<file path="src/hdl/rcagg_ram.sv">
// Generic single-write, single-read RAM with registered read data.
`timescale 1ns / 1ps
`default_nettype none
module rcagg_ram #(
	parameter int WIDTH = 32,
	parameter int DEPTH = 64
) (
	input  wire logic                     clk,
	input  wire logic                     wr_en,
	input  wire logic [$clog2(DEPTH)-1:0] wr_addr,
	input  wire logic [WIDTH-1:0]         wr_data,
	input  wire logic [$clog2(DEPTH)-1:0] rd_addr,
	output logic      [WIDTH-1:0]         rd_data
);
	logic [WIDTH-1:0] mem_q [DEPTH];

	always_ff @(posedge clk) begin
		if (wr_en) begin
			mem_q[wr_addr] <= wr_data;
		end
		rd_data <= mem_q[rd_addr];
	end
endmodule
`default_nettype wire

</file>
<file path="config.mk">
export PLATFORM = sky130hd
export DESIGN_NAME = rcagg_ram
export DESIGN_NICKNAME = d
export VERILOG_FILES = /design/src/hdl/rcagg_ram.sv
export SDC_FILE = /design/constraint.sdc
export NUM_CORES = 2
export LEC_CHECK = 0
export BUFFER_PORTS_ARGS = -buffer_cell sky130_fd_sc_hd__buf_2
export CAP_MARGIN = 40
export CORE_ASPECT_RATIO = 0.6
export CORE_UTILIZATION = 67
export CTS_CLUSTER_DIAMETER = 50
export DETAILED_ROUTE_END_ITERATION = 16
export PLACE_DENSITY = 0.84
export SYNTH_ARGS = -nofsm -noshare
export SYNTH_HDL_FRONTEND = slang
export SYNTH_SLANG_ARGS = --single-unit
export TNS_END_PERCENT = 5
</file>
<file path="constraint.sdc">
create_clock -name clk -period 6.3 [get_ports clk]
set_input_delay 0.315 -clock clk [delete_from_list [all_inputs] [get_ports clk]]
set_output_delay 0.315 -clock clk [all_outputs]
set_load 0.05 [all_outputs]
</file>
== Yosys cells after proc, flatten, opt, wreduce, memory -nomap -nowiden ==
Memory sizes are Yosys's and may differ from the RTL's. A register that Yosys moved wholly into a read port is not among the register bits.
Cells that the tools add are included.

* Register bits: 0
* RAM bits: 2048
* Bits of input ports: 46
* Output and inout port bits: 32
* Logic and storage cells: 3
* Memories kept: 1

{| class="wikitable"
|+ Memory list
! name !! words !! width !! read ports !! clocked after memory_dff !! wr ports !! line !! source
|-
| mem_q || 64 || 32 || 1 || 1 || 1 || 15 || <nowiki>logic [WIDTH-1:0] mem_q [DEPTH];</nowiki>
|}

* Multiplexer cells: 2

{| class="wikitable"
|+ Operator list
! cell !! number
|-
| $mux W1 || 2
|}

== Longest topological paths before layout ==
* Depth in word-level cells: 2
* Mapped depth: 10
* Gate-level depth less buffers: 5

== Worst setup path before layout ==
OpenSTA, ideal clock, no wires.

* Kind: input-to-reg
* From: input wr_addr[3]
* To: memory mem_q[48][0], enable pin
* Setup time: 0.461 ns
* Data arrival time: 3.014 ns
* Required time: 5.839 ns
* Path slack: 2.825 ns
* Stages on the path: 4
* Path buffers: 1
* Cells stage by stage: clkbuf_1 nor2b_1 nand4b_1 nor3_1

{| class="wikitable"
|+ RTL lines
! item !! line !! source
|-
| from (decl) || 10 || <nowiki>input wire logic [$clog2(DEPTH)-1:0] wr_addr,</nowiki>
|-
| to (decl) || 15 ||
|}

No word-level cell before the write port.

==> results.yml <==
status:
  status: "finished, final reports clean"
yosys:
  synth_cells: 3324
  ys_ff_latch: 2080
  netlist-cell-type-count: 34
  syn_nets: 3370
  synth-seq-area-share_pct: 79.1
  synth.top_cell.area_share_pct: 78.3
  yosys-top-cells-count: "edfxtp_1, mux4_2, nor2_1"
  postSynthAreaPerCell_sq_um: 23.6
  yosys_warnings: 0
  netlist_top_cells_area: "edfxtp_1, mux4_2, mux2i_1"
  synth.most_common_cell: "edfxtp_1"
  synthArstFlopShare_pct: 0
  synth-edff-count: 2048
  synthFlopType: "edfxtp_1"
  synth_top_cell_by_area: "edfxtp_1"
  netlist_area_sq_mm: 0.0785
cells_and_area:
  final_core_util_pct: 76.4
  syn_to_final_growth_pct: 12.1
  drive_gt1_share_pct: 29.2
  n_fill_cell: 5445
  multi_input_area_sq_mm: 0.0160
  nNetsFinal: 3599
  ff_latch_area_sq_mm: 0.0621
global_route:
  grt.busiest_layer: "met2"
  gr-usage-met3_pct: 11.7
  globalRouteTotalUtil_pct: 38.5
  overflow: 0
  globalRouteMet2Util_pct: 59.7
  antenna_found_initial: 17
  grt_pass1_wl_microns: 308000
  use_met1_pct: 50.9
  grt_pass1_vias: 41000
  grt_max_degree: 125
hold_path:
  hold_path.class: "input port to flip-flop"
setup_path:
  crit_type: "input port to flip-flop"
  endpoint_kind: "flip-flop"
  crit_required_ns: 6.93
  crit_fanout: 72
  cp.arrival_ns: 3.63
  start_kind: "input port"
route:
  vias: 40000
  routed_via_density: 7.66
  ant_nets: 0
  wirelength_microns: 222000
  drt_iter0_markers: 6958
  drc: 0
  firstDrtPassIters: 6
  routedWlPerCell_microns: 42.6
clock_tree:
  cts_buffers: 170
  cts_num_sinks: 2080
  cts_tree: "done"
  cts_setup_buffers: 0
  ctsResizeCount: 0
  cts_hold_buf: 17
  clkSlewWorstSetupHoldPaths_ns: 0.07
  cts-root-buf: "clkbuf_16"
  ctsLongestPathBuffers: 3
  ctsHtreeMaxLevel: 4
  clk_latency_ns: 0.81
sta:
  worst_slew_pin_slew_ns: 1.04
  finalSetupViolCount: 0
  finalHoldViolations: 0
  fin_hold_ws_ns: 0.0682
  min_period_ns: 3.00
  relSlewSlack_pct: 30.4
  tns_ns: 0
  period_share_pct: 47.6
  fmax_ghz: 0.333
  maxSlewViolCount: 0
  fin_skew_ns: 0.0255
  worst_slack_ns: 3.30
  rsz0062_at_grt: "no"
place:
  pre_cts_slack_ns: 2.62
  gp_congestion: 0.832
  io_buffer_count: 77
  dp_hpwl_microns: 116000
run:
  drv_cap: 0
die:
  fp.dieH_microns: 267
  die_w_microns: 444
  core_area_sq_mm: 0.115
  fp.dieArea_sq_mm: 0.119
  io_pins: 78
  placementRows: 96
  start_util_pct: 68.2
power:
  power.total_mw: 28.0
  pwr_density_cell_mw_per_mm2: 319
  p_leak_nw: 27.5
  vdd_drop_max_uv: 302
cells by family after synthesis:
logic type	synth area share, %
flip-flops	79.1
multiplexers	16.8
AND/OR/NAND/NOR	1.27
AO/OA/AOI/OAI	1.67
buffers and inverters	1.13
layout make-up:
cell class / count / area share (%)
flip-flops and latches: 2080 / 70.6
multi-input cells: 1062 / 18.1
clock buffers: 236 / 5.47
repair buffers: 239 / 2.63
well taps: 1519 / 2.16
clock inverters: 76 / 0.972
diodes: 5 / 0.0142
where the power goes:
| group | leakage (nW) | total [mW] | switching [mW] | internal [mW] |
|---|---|---|---|---|
| logic | 6.04 | 1.59 | 1.03 | 0.557 |
| registers | 18.7 | 15.4 | 0.0874 | 15.3 |
| clock network | 2.76 | 11.1 | 4.94 | 6.12 |
flip-flops by register name (all words and copies together) (netlist names):
| name | cells |
|---|---|
| rd_data | 32 |
| mem_q | 2048 |
per-stage QoR:
| step | std cells | area (sq um) |
|---|---|---|
| 3_3_place_gp | 4841 | 81300 |
| 4_1_cts | 5205 | 87900 |
| 6_report | 5217 | 88000 |
| 3_5_place_dp | 4876 | 82100 |
| 5_1_grt | 5214 | 88000 |
| 2_1_floorplan | 3324 | 78500 |
worst max-delay path: stages:
cell,delay [ns]
buf_8,0.62
buf_12,0.40
buf_4,0.32
mux4_2,0.56
mux2i_1,0.24
nor2_1,0.09
a311oi_1,0.78
nor3_1,0.18
path summary, 6_finish.rpt:
path	startpoint	end	slack [ns]	cells after the start
worst min-delay path	wr_data[8]	mem_q[32][8]	0.07	2
worst max-delay path	rd_addr[0]	rd_data[20]	3.30	8
worst min register to register	mem_q[13][4]	rd_data[4]	0.82	4
worst max register to register	mem_q[17][20]	rd_data[20]	3.95	5
cells in the final DEF, fill, tap and decap left out, types with 12 or more instances in the layout:
master,count
a21oi_1,62
a22oi_1,12
buf_12,30
buf_16,12
buf_2,76
buf_4,96
bufinv_16,19
clkbuf_1,43
clkbuf_16,177
clkbuf_8,16
clkinv_1,24
clkinv_2,25
dfxtp_1,32
dlygate4sd3_1,18
edfxtp_1,2048
mux2i_1,93
mux4_2,544
nand2_1,26
nor2_1,74
nor2_4,62
nor2b_1,14
o221ai_1,27
o22ai_1,84
per-layer routing:
layer / share of wire, % / vias to the layer above
met5: 0.069 / -
met1: 32 / 20400
met2: 47 / 4031
li1: - / 14700
met4: 5.0 / 24
met3: 16 / 753
No activity file was read; power rests on OpenSTA's default activity.
