`src/hdl/rcagg_pkg.sv`:
```
// Package: constants, request types and helpers for the rank aggregation core.
`timescale 1ns / 1ps
`default_nettype none
package rcagg_pkg;
	localparam int MAX_ITEMS = 64;
	localparam int FRAC_BITS = 16;
	localparam int IDX_W = $clog2(MAX_ITEMS);
	localparam int CNT_W = 7;
	localparam int NUM_W = 33;
	localparam int DIV_W = NUM_W + FRAC_BITS;
	localparam int DCNT_W = $clog2(DIV_W + 1);
	localparam int PADDR_W = 5;

	localparam logic [2:0] AGG_BORDA = 3'd0;
	localparam logic [2:0] AGG_RANK = 3'd1;
	localparam logic [2:0] AGG_MINMAX = 3'd2;
	localparam logic [2:0] AGG_ZSCORE = 3'd3;
	localparam logic [2:0] AGG_SIMPLE = 3'd4;

	localparam logic [1:0] WN_NONE = 2'd0;
	localparam logic [1:0] WN_MINMAX = 2'd1;
	localparam logic [1:0] WN_STD = 2'd2;
	localparam logic [1:0] WN_MAX = 2'd3;

	localparam logic [2:0] REG_AGG_MODE = 3'd0;
	localparam logic [2:0] REG_WN_MODE = 3'd1;
	localparam logic [2:0] REG_ITEM_COUNT = 3'd2;
	localparam logic [2:0] REG_WEIGHT_MIN = 3'd3;
	localparam logic [2:0] REG_WEIGHT_MAX = 3'd4;
	localparam logic [2:0] REG_WEIGHT_STD = 3'd5;

	localparam logic OP_ADD = 1'b0;
	localparam logic OP_FINISH = 1'b1;

	localparam logic signed [31:0] S32_MAX = 32'sh7FFF_FFFF;
	localparam logic signed [31:0] S32_MIN = 32'sh8000_0000;

	typedef struct packed {
		logic        operation;
		logic [5:0]  item_index;
		logic        ranked;
		logic [15:0] rank;
		logic [15:0] list_length;
		logic [31:0] item_score;
		logic [31:0] list_min_score;
		logic [31:0] list_max_score;
		logic [31:0] list_mean_score;
		logic [31:0] list_std_score;
		logic [31:0] vote_wt;
	} in_req_t;

	typedef struct packed {
		logic [5:0]  out_index;
		logic [31:0] total_score;
		logic        last;
	} out_req_t;

	typedef struct packed {
		logic             start;
		logic [NUM_W-1:0] num;
		logic [NUM_W-1:0] den;
	} div_req_t;

	typedef struct packed {
		logic        done;
		logic [31:0] quo;
	} div_rsp_t;

	function automatic logic [NUM_W-1:0] sx33(input logic [31:0] v);
		return {v[31], v};
	endfunction

	function automatic logic [NUM_W-1:0] sub33(input logic [31:0] a, input logic [31:0] b);
		return sx33(a) - sx33(b);
	endfunction
endpackage
`default_nettype wire

```
`src/hdl/rcagg_div.sv`:
```
// Iterative restoring divider: saturated fixed-point quotient, one bit per cycle.
`timescale 1ns / 1ps
`default_nettype none
module rcagg_div import rcagg_pkg::*; (
	input  wire logic     clk,
	input  wire logic     arst_n,
	input  wire div_req_t req,
	output div_rsp_t      rsp
);
	logic              busy_q;
	logic              neg_q;
	logic [DCNT_W-1:0] cnt_q;
	logic [NUM_W-1:0]  dvs_q;
	logic [NUM_W-1:0]  rem_q;
	logic [DIV_W-1:0]  dvd_q;
	logic              done_q;
	logic [31:0]       quo_q;

	logic [NUM_W-1:0] num_mag;
	logic [NUM_W-1:0] den_mag;
	logic [NUM_W:0]   rem_n;
	logic             fits;
	logic [DIV_W-1:0] dvd_n;
	logic [31:0]      sat_q;

	always_comb begin
		num_mag = req.num[NUM_W-1] ? (~req.num + 1'b1) : req.num;
		den_mag = req.den[NUM_W-1] ? (~req.den + 1'b1) : req.den;
		rem_n = {rem_q, dvd_q[DIV_W-1]};
		fits = rem_n >= {1'b0, dvs_q};
		dvd_n = {dvd_q[DIV_W-2:0], fits};
		if (!neg_q) begin
			sat_q = (|dvd_n[DIV_W-1:31]) ? S32_MAX : dvd_n[31:0];
		end else if ((|dvd_n[DIV_W-1:32]) || (dvd_n[31] && (|dvd_n[30:0]))) begin
			sat_q = S32_MIN;
		end else begin
			sat_q = ~dvd_n[31:0] + 32'd1;
		end
	end

	always_ff @(posedge clk or negedge arst_n) begin
		if (!arst_n) begin
			busy_q <= 1'b0;
			done_q <= 1'b0;
			cnt_q <= '0;
		end else begin
			done_q <= 1'b0;
			if (req.start) begin
				if (req.den == '0) begin
					done_q <= 1'b1;
					if (req.num == '0) begin
						quo_q <= '0;
					end else begin
						quo_q <= req.num[NUM_W-1] ? S32_MIN : S32_MAX;
					end
				end else begin
					busy_q <= 1'b1;
					cnt_q <= DCNT_W'(DIV_W - 1);
					neg_q <= req.num[NUM_W-1] ^ req.den[NUM_W-1];
					dvs_q <= den_mag;
					rem_q <= '0;
					dvd_q <= {num_mag, {FRAC_BITS{1'b0}}};
				end
			end else if (busy_q) begin
				rem_q <= fits ? NUM_W'(rem_n - {1'b0, dvs_q}) : rem_n[NUM_W-1:0];
				dvd_q <= dvd_n;
				if (cnt_q == '0) begin
					busy_q <= 1'b0;
					done_q <= 1'b1;
					quo_q <= sat_q;
				end else begin
					cnt_q <= cnt_q - 1'b1;
				end
			end
		end
	end

	assign rsp.done = done_q;
	assign rsp.quo = quo_q;

	assert property (@(posedge clk) disable iff (!arst_n) req.start |-> !busy_q)
		else $error("divider started while busy");
	assert property (@(posedge clk) disable iff (!arst_n) done_q |-> !busy_q)
		else $error("divider done while still busy");
	assert property (@(posedge clk) disable iff (!arst_n)
		(busy_q && cnt_q != '0) |=> busy_q)
		else $error("divider stopped early");
endmodule
`default_nettype wire

```
`config.mk`:
```
export PLATFORM = sky130hd
export DESIGN_NAME = rcagg_div
export DESIGN_NICKNAME = d
export VERILOG_FILES = /design/src/hdl/rcagg_pkg.sv /design/src/hdl/rcagg_div.sv
export SDC_FILE = /design/constraint.sdc
export NUM_CORES = 1
export LEC_CHECK = 0
export BUFFER_PORTS_ARGS = -buffer_cell sky130_fd_sc_hd__buf_2
export CAP_MARGIN = 20
export CORE_MARGIN = 2
export CORE_UTILIZATION = 29
export CTS_BUF_LIST = sky130_fd_sc_hd__clkbuf_8
export CTS_CLUSTER_SIZE = 8
export DETAILED_ROUTE_END_ITERATION = 16
export GPL_ROUTABILITY_DRIVEN = 0
export PLACE_DENSITY_LB_ADDON = 0.2
export SYNTH_ARGS = -nofsm -noshare
export SYNTH_HDL_FRONTEND = slang
export SYNTH_SLANG_ARGS = --single-unit
```
`constraint.sdc`:
```
create_clock -name clk -period 5.2 [get_ports clk]
set_input_delay 0.26 -clock clk [delete_from_list [all_inputs] [get_ports clk]]
set_output_delay 0.26 -clock clk [all_outputs]
set_load 0.05 [all_outputs]
```
After elaboration in Yosys (flattened, before gate mapping)
Cells that the tools add are included.

cells by class
  add/subtract/negate cells = 5
  $lt $le $gt $ge = 1
  equality and inequality tests = 3
  mux-type cells = 30
  bitwise operators = 5
  reductions and logical operators = 14

operator list
  kind                     count
  $mux W32                 10
  $mux W33                 5
  $mux W49                 3
  $add A33 B1 Y33 const B  2
  $logic_not A33 Y1        2
  $not A33 Y33             2
  $ge A34 B33 Y1           1
  $sub A33 B33 Y33         1
  $add A32 B1 Y32 const B  1
  $not A32 Y32             1
  $reduce_or A31 Y1        1
  $mux W6                  4
  $reduce_or A18 Y1        1
  $reduce_or A17 Y1        1
  $reduce_and A3 Y1        3
  $mux W1                  8
  $logic_not A6 Y1         1
  $sub A6 B1 Y6 const B    1
  $ne A2 B2 Y1 const B     2
  $reduce_and A4 Y1        1
  $reduce_bool A2 Y1       2
  $ne A2 B1 Y1 const B     1
  $logic_and A1 B1 Y1      1
  $logic_or A1 B1 Y1       1
  2 further kinds          2

word-level totals
  flip-flop bits (word level) = 156
  input bits = 69
  output and inout bits = 33
  word-level logic and storage cells = 67

Longest topological paths before layout
  depth after elaboration = 9
  depth in mapped cells = 22
  gate-level depth less buffers = 20

Least setup slack after synthesis
No wires, ideal clock.

  path kind = reg2reg
  start = reg rem_q[3]
  end = reg quo_q[30], data pin
  library setup time = 0.267 ns
  data arrival time = 4.384 ns
  required time = 4.933 ns
  setup slack = 0.549 ns
  cell stages (with the launch flop) = 21
  buffers on the path = 2
  clock period less this slack = 4.651 ns
  cells stage by stage = edfxtp_1 > ha_1 > a21oi_1 > nor2b_1 > nor3_1 > o211a_1 > o211ai_1 > a21o_1 > inv_2 > clkbuf_1 > clkbuf_1 > ha_1 > nor2b_1 > nor3b_1 > nand3_1 > nor4_2 > nand2_1 > nor3_1 > xor2_1 > o22a_1 > o21ai_0

between the ends
  cells in the longest elaborated chain, start to end = 9
  elaborated cells on any way between the ends = 11
  classes of those cells = add/sub: 1; order compare: 1; mux: 5; bitwise: 1; reduce/logical: 3

ends and longest elaborated chain
  item                                                                     RTL line         source
  start: declaration                                                       rcagg_div.sv:14  logic [NUM_W-1:0] rem_q;
  start signal: assignment                                                 rcagg_div.sv:65  rem_q <= fits ? NUM_W'(rem_n - {1'b0, dvs_q}) : rem_n[NUM_W-1:0];
  $ge A34 B33 Y1 (*)                                                       rcagg_div.sv:30  fits = rem_n >= {1'b0, dvs_q};
  parallel branches: the longest is 3 deep, another holds $add A32 B1 Y32  -
  $mux W32 (*)                                                             rcagg_div.sv:34  end else if ((|dvd_n[DIV_W-1:32]) || (dvd_n[31] && (|dvd_n[30:0]))) begin
  $mux W32 (*)                                                             rcagg_div.sv:32  if (!neg_q) begin
  $mux W32 (*)                                                             rcagg_div.sv:67  if (cnt_q == '0) begin
  $mux W32 (*)                                                             rcagg_div.sv:64  end else if (busy_q) begin
  $mux W32 (*)                                                             rcagg_div.sv:48  if (req.start) begin
  end signal: assignment                                                   rcagg_div.sv:54  quo_q <= req.num[NUM_W-1] ? S32_MIN : S32_MAX;
  end signal: assignment                                                   rcagg_div.sv:70  quo_q <= sat_q;
  end: declaration                                                         rcagg_div.sv:17  logic [31:0] quo_q;

Mark *: on every way between the ends. The select of a mux whose other input is x is not followed.
A chain may end at the register's enable or synchronous reset.

Worst setup path after layout
  start = reg rem_q[10]
  end = reg quo_q[30], data pin

Same word-level chain as after synthesis.

==> flow_metrics.tcl <==
set metrics [dict create \
    status "completed" \
    path_class "reg -> reg" \
    syn_to_final_growth_pct 13.3 \
    hold_violations 0 \
    grt_max_degree 105 \
    die_h_um 191 \
    p_leak_nw 4.26 \
    nets 1261 \
    crit_path_start_kind "register" \
    clock_latency_ps 470 \
    max_freq_mhz 211 \
    drt-total-wl_mm 25.0 \
    grt_pass1_vias 7568 \
    yosys_warnings 0 \
    overflow 0 \
    tns_ps 0 \
    num_rows 68 \
    drt_iter0_drc 494 \
    tightest_slew_ps 1040 \
    min_path_type "in -> reg" \
    cts_setup_buffers 0 \
    synth_area_um2 10100 \
    syn_nets 1175 \
    synth_area_leaders "edfxtp_1 44%, ha_1 4.9%, a21oi_1 4.3%, o21ai_0 4.3%, xnor2_1 4.2%" \
    synthArstFlopShare_pct 5.13 \
    synth_ff_type "edfxtp_1" \
    synth_top_cell_area_share_pct 43.9 \
    cts.clk_slew.worst_paths_ps 100 \
    core_region_area_um2 34500 \
    antenna_found_initial 0 \
    reg2reg_slack_ps 460 \
    post_cts_resize_count 0 \
    cts_buffers 17 \
    io_buffers 101 \
    synth_seq_cells 156 \
    slew_violations 0 \
    yosysTopAreaCell "edfxtp_1" \
    cp.arrival_ps 4930 \
    vias_per_cell 4.96 \
    regToRegStartpoint "rem_q[10]$_SDFFCE_PP0P_" \
    hold_end "dvs_q[22]$_DFFE_PP_" \
    yosysSeqAreaShare_pct 45.9 \
    grt_use_total_pct 13.8 \
    io_pins 102 \
    path_max_fanout 10 \
    setup_viol 0 \
    cts_tree "done" \
    htree_levels 4 \
    final_area_um2 11500 \
    die-area_um2 36400 \
    n_antenna_cell 0 \
    vdd_drop_max_uv 166 \
    fin_skew_ps 22.4 \
    cts_sinks 156 \
    start_util_pct 29.4 \
    synth-edff-count 148 \
    firstDrtPassIters 5 \
    max_slew_margin_pct 30.2 \
    yosysMostFrequentCell "edfxtp_1" \
    drv_cap 0 \
    reg2regPathDepth 18 \
    fin_crit_sh_pct 91.1 \
    root_buffer "clkbuf_8" \
    syn_inst 1065 \
    die_x_um 191 \
    endpoint_kind "register" \
    hold_depth 2 \
    required_ps 5390 \
    drive_above_1_share_pct 14.2 \
    synthTopCellsByCount "148 x edfxtp_1, 98 x nand2_1, 95 x nor2_1, 87 x a21oi_1, 86 x o21ai_0" \
    postRouteAntennaNets 0 \
    synth.distinct_cells 70 \
    vias 8031 \
    rsz0062_at_grt "false" \
    grt_pass1_wl_mm 40.1 \
    max-clock-path-buffers 2 \
    wl_per_cell_um 15.5 \
    cellPowerDensity_nw_per_um2 287 \
    fin_crit_ps 4740 \
    min-delay-start "req[22]" \
    avgSynthCellArea_um2 9.51 \
    dp_hpwl_mm 18.1 \
    drcViolationCount 0 \
    r2r_end "quo_q[30]$_DFFE_PP_" \
    dpl_cell_area_um2 11100 \
]
[state kept, by name (all words and copies together) (netlist names)]
| register | count |
|---|---|
| quo_q | 32 |
| dvd_q | 49 |
| busy_q | 1 |
| cnt_q | 6 |
| dvs_q | 33 |
| done_q | 1 |
| neg_q | 1 |
| rem_q | 33 |
[kinds of logic after synthesis]
group	Yosys count	share of synthesized area [%]
compound gates	290	18.0
mux	7	0.717
buf+inv	107	4.08
flops	156	45.9
fa+ha+maj	41	5.14
xor+xnor	92	7.96
simple gates	372	18.2
[layout make-up]
class | count | area, um^2
clock buffer | 17 | 234
clock inverter | 15 | 128
fill | 3584 | 23000
inverter | 62 | 233
multi-input combinational | 802 | 5070
sequential | 156 | 4640
tap | 455 | 569
timing repair buffer | 112 | 596
[critical path: stages, from the launching register on]
cell       delay [ps]
edfxtp_1          400
ha_1              380
a21o_1            220
a31oi_1           320
a2bb2oi_1         240
o211a_1           240
o211ai_1          120
a21o_1            210
inv_2             160
ha_1              210
nor2b_1           220
nor3b_1           360
nand3_1           300
nor4_2            380
nand2_1           150
nor3_1            190
xor2_1            170
o22a_1            140
o21ai_0            60
[layer usage]
metal,part of all wire (%),vias up,track usage (%),routed length [um]
met3,3.7,16,2.17,917
met2,46,157,22.1,11400
met1,50,3781,19.6,12400
met5,0,-,0,0
met4,0.87,0,3.22,218
li1,-,4077,-,-
[report_power, final]
| group | leakage (nW) | total [mW] | switching, mW | internal, mW |
|---|---|---|---|---|
| Clock | 0.194 | 0.883 | 0.533 | 0.351 |
| Combinational | 2.57 | 0.842 | 0.502 | 0.340 |
| Sequential | 1.50 | 1.57 | 0.0655 | 1.50 |
[through the flow]
stage	util, %	setup slack [ps]	hold WS, ps	cells	power [mW]
after floorplan	-	549	-35.6	1065	2.21
after global placement	32.2	612	133	1585	2.44
after detailed placement	32.2	503	138	1585	2.44
after CTS	33.3	480	69.3	1619	3.34
after global routing	33.3	23.6	82.6	1619	3.49
final	33.3	465	98.3	1619	3.30
[timing repair]
action | CTS | global route
setup endpoints to repair | 0 | 0
hold buffers | 2 | 0
endpoints found under the hold margin | 9 | 0
[cells in the final DEF (no fill, tap or decap), drive strengths merged, types with 40 or more instances in the layout]
master / count
xor2: 44
o21ai: 87
a21oi: 87
ha: 40
inv: 75
nand2: 99
xnor2: 48
buf: 110
nor2: 97
edfxtp: 148
[worst max-delay path by stage]
stage,cells past startpoint,endpoint,start
after floorplan,20,quo_q[30]$_DFFE_PP_,rem_q[3]$_SDFFCE_PP0P_
after detailed placement,18,quo_q[30]$_DFFE_PP_,rem_q[10]$_SDFFCE_PP0P_
after global routing,18,quo_q[30]$_DFFE_PP_,rem_q[10]$_SDFFCE_PP0P_
after CTS,18,quo_q[30]$_DFFE_PP_,rem_q[10]$_SDFFCE_PP0P_
after global placement,18,quo_q[30]$_DFFE_PP_,rem_q[10]$_SDFFCE_PP0P_
final,18,quo_q[30]$_DFFE_PP_,rem_q[10]$_SDFFCE_PP0P_
(Power assumes the default switching activity.)
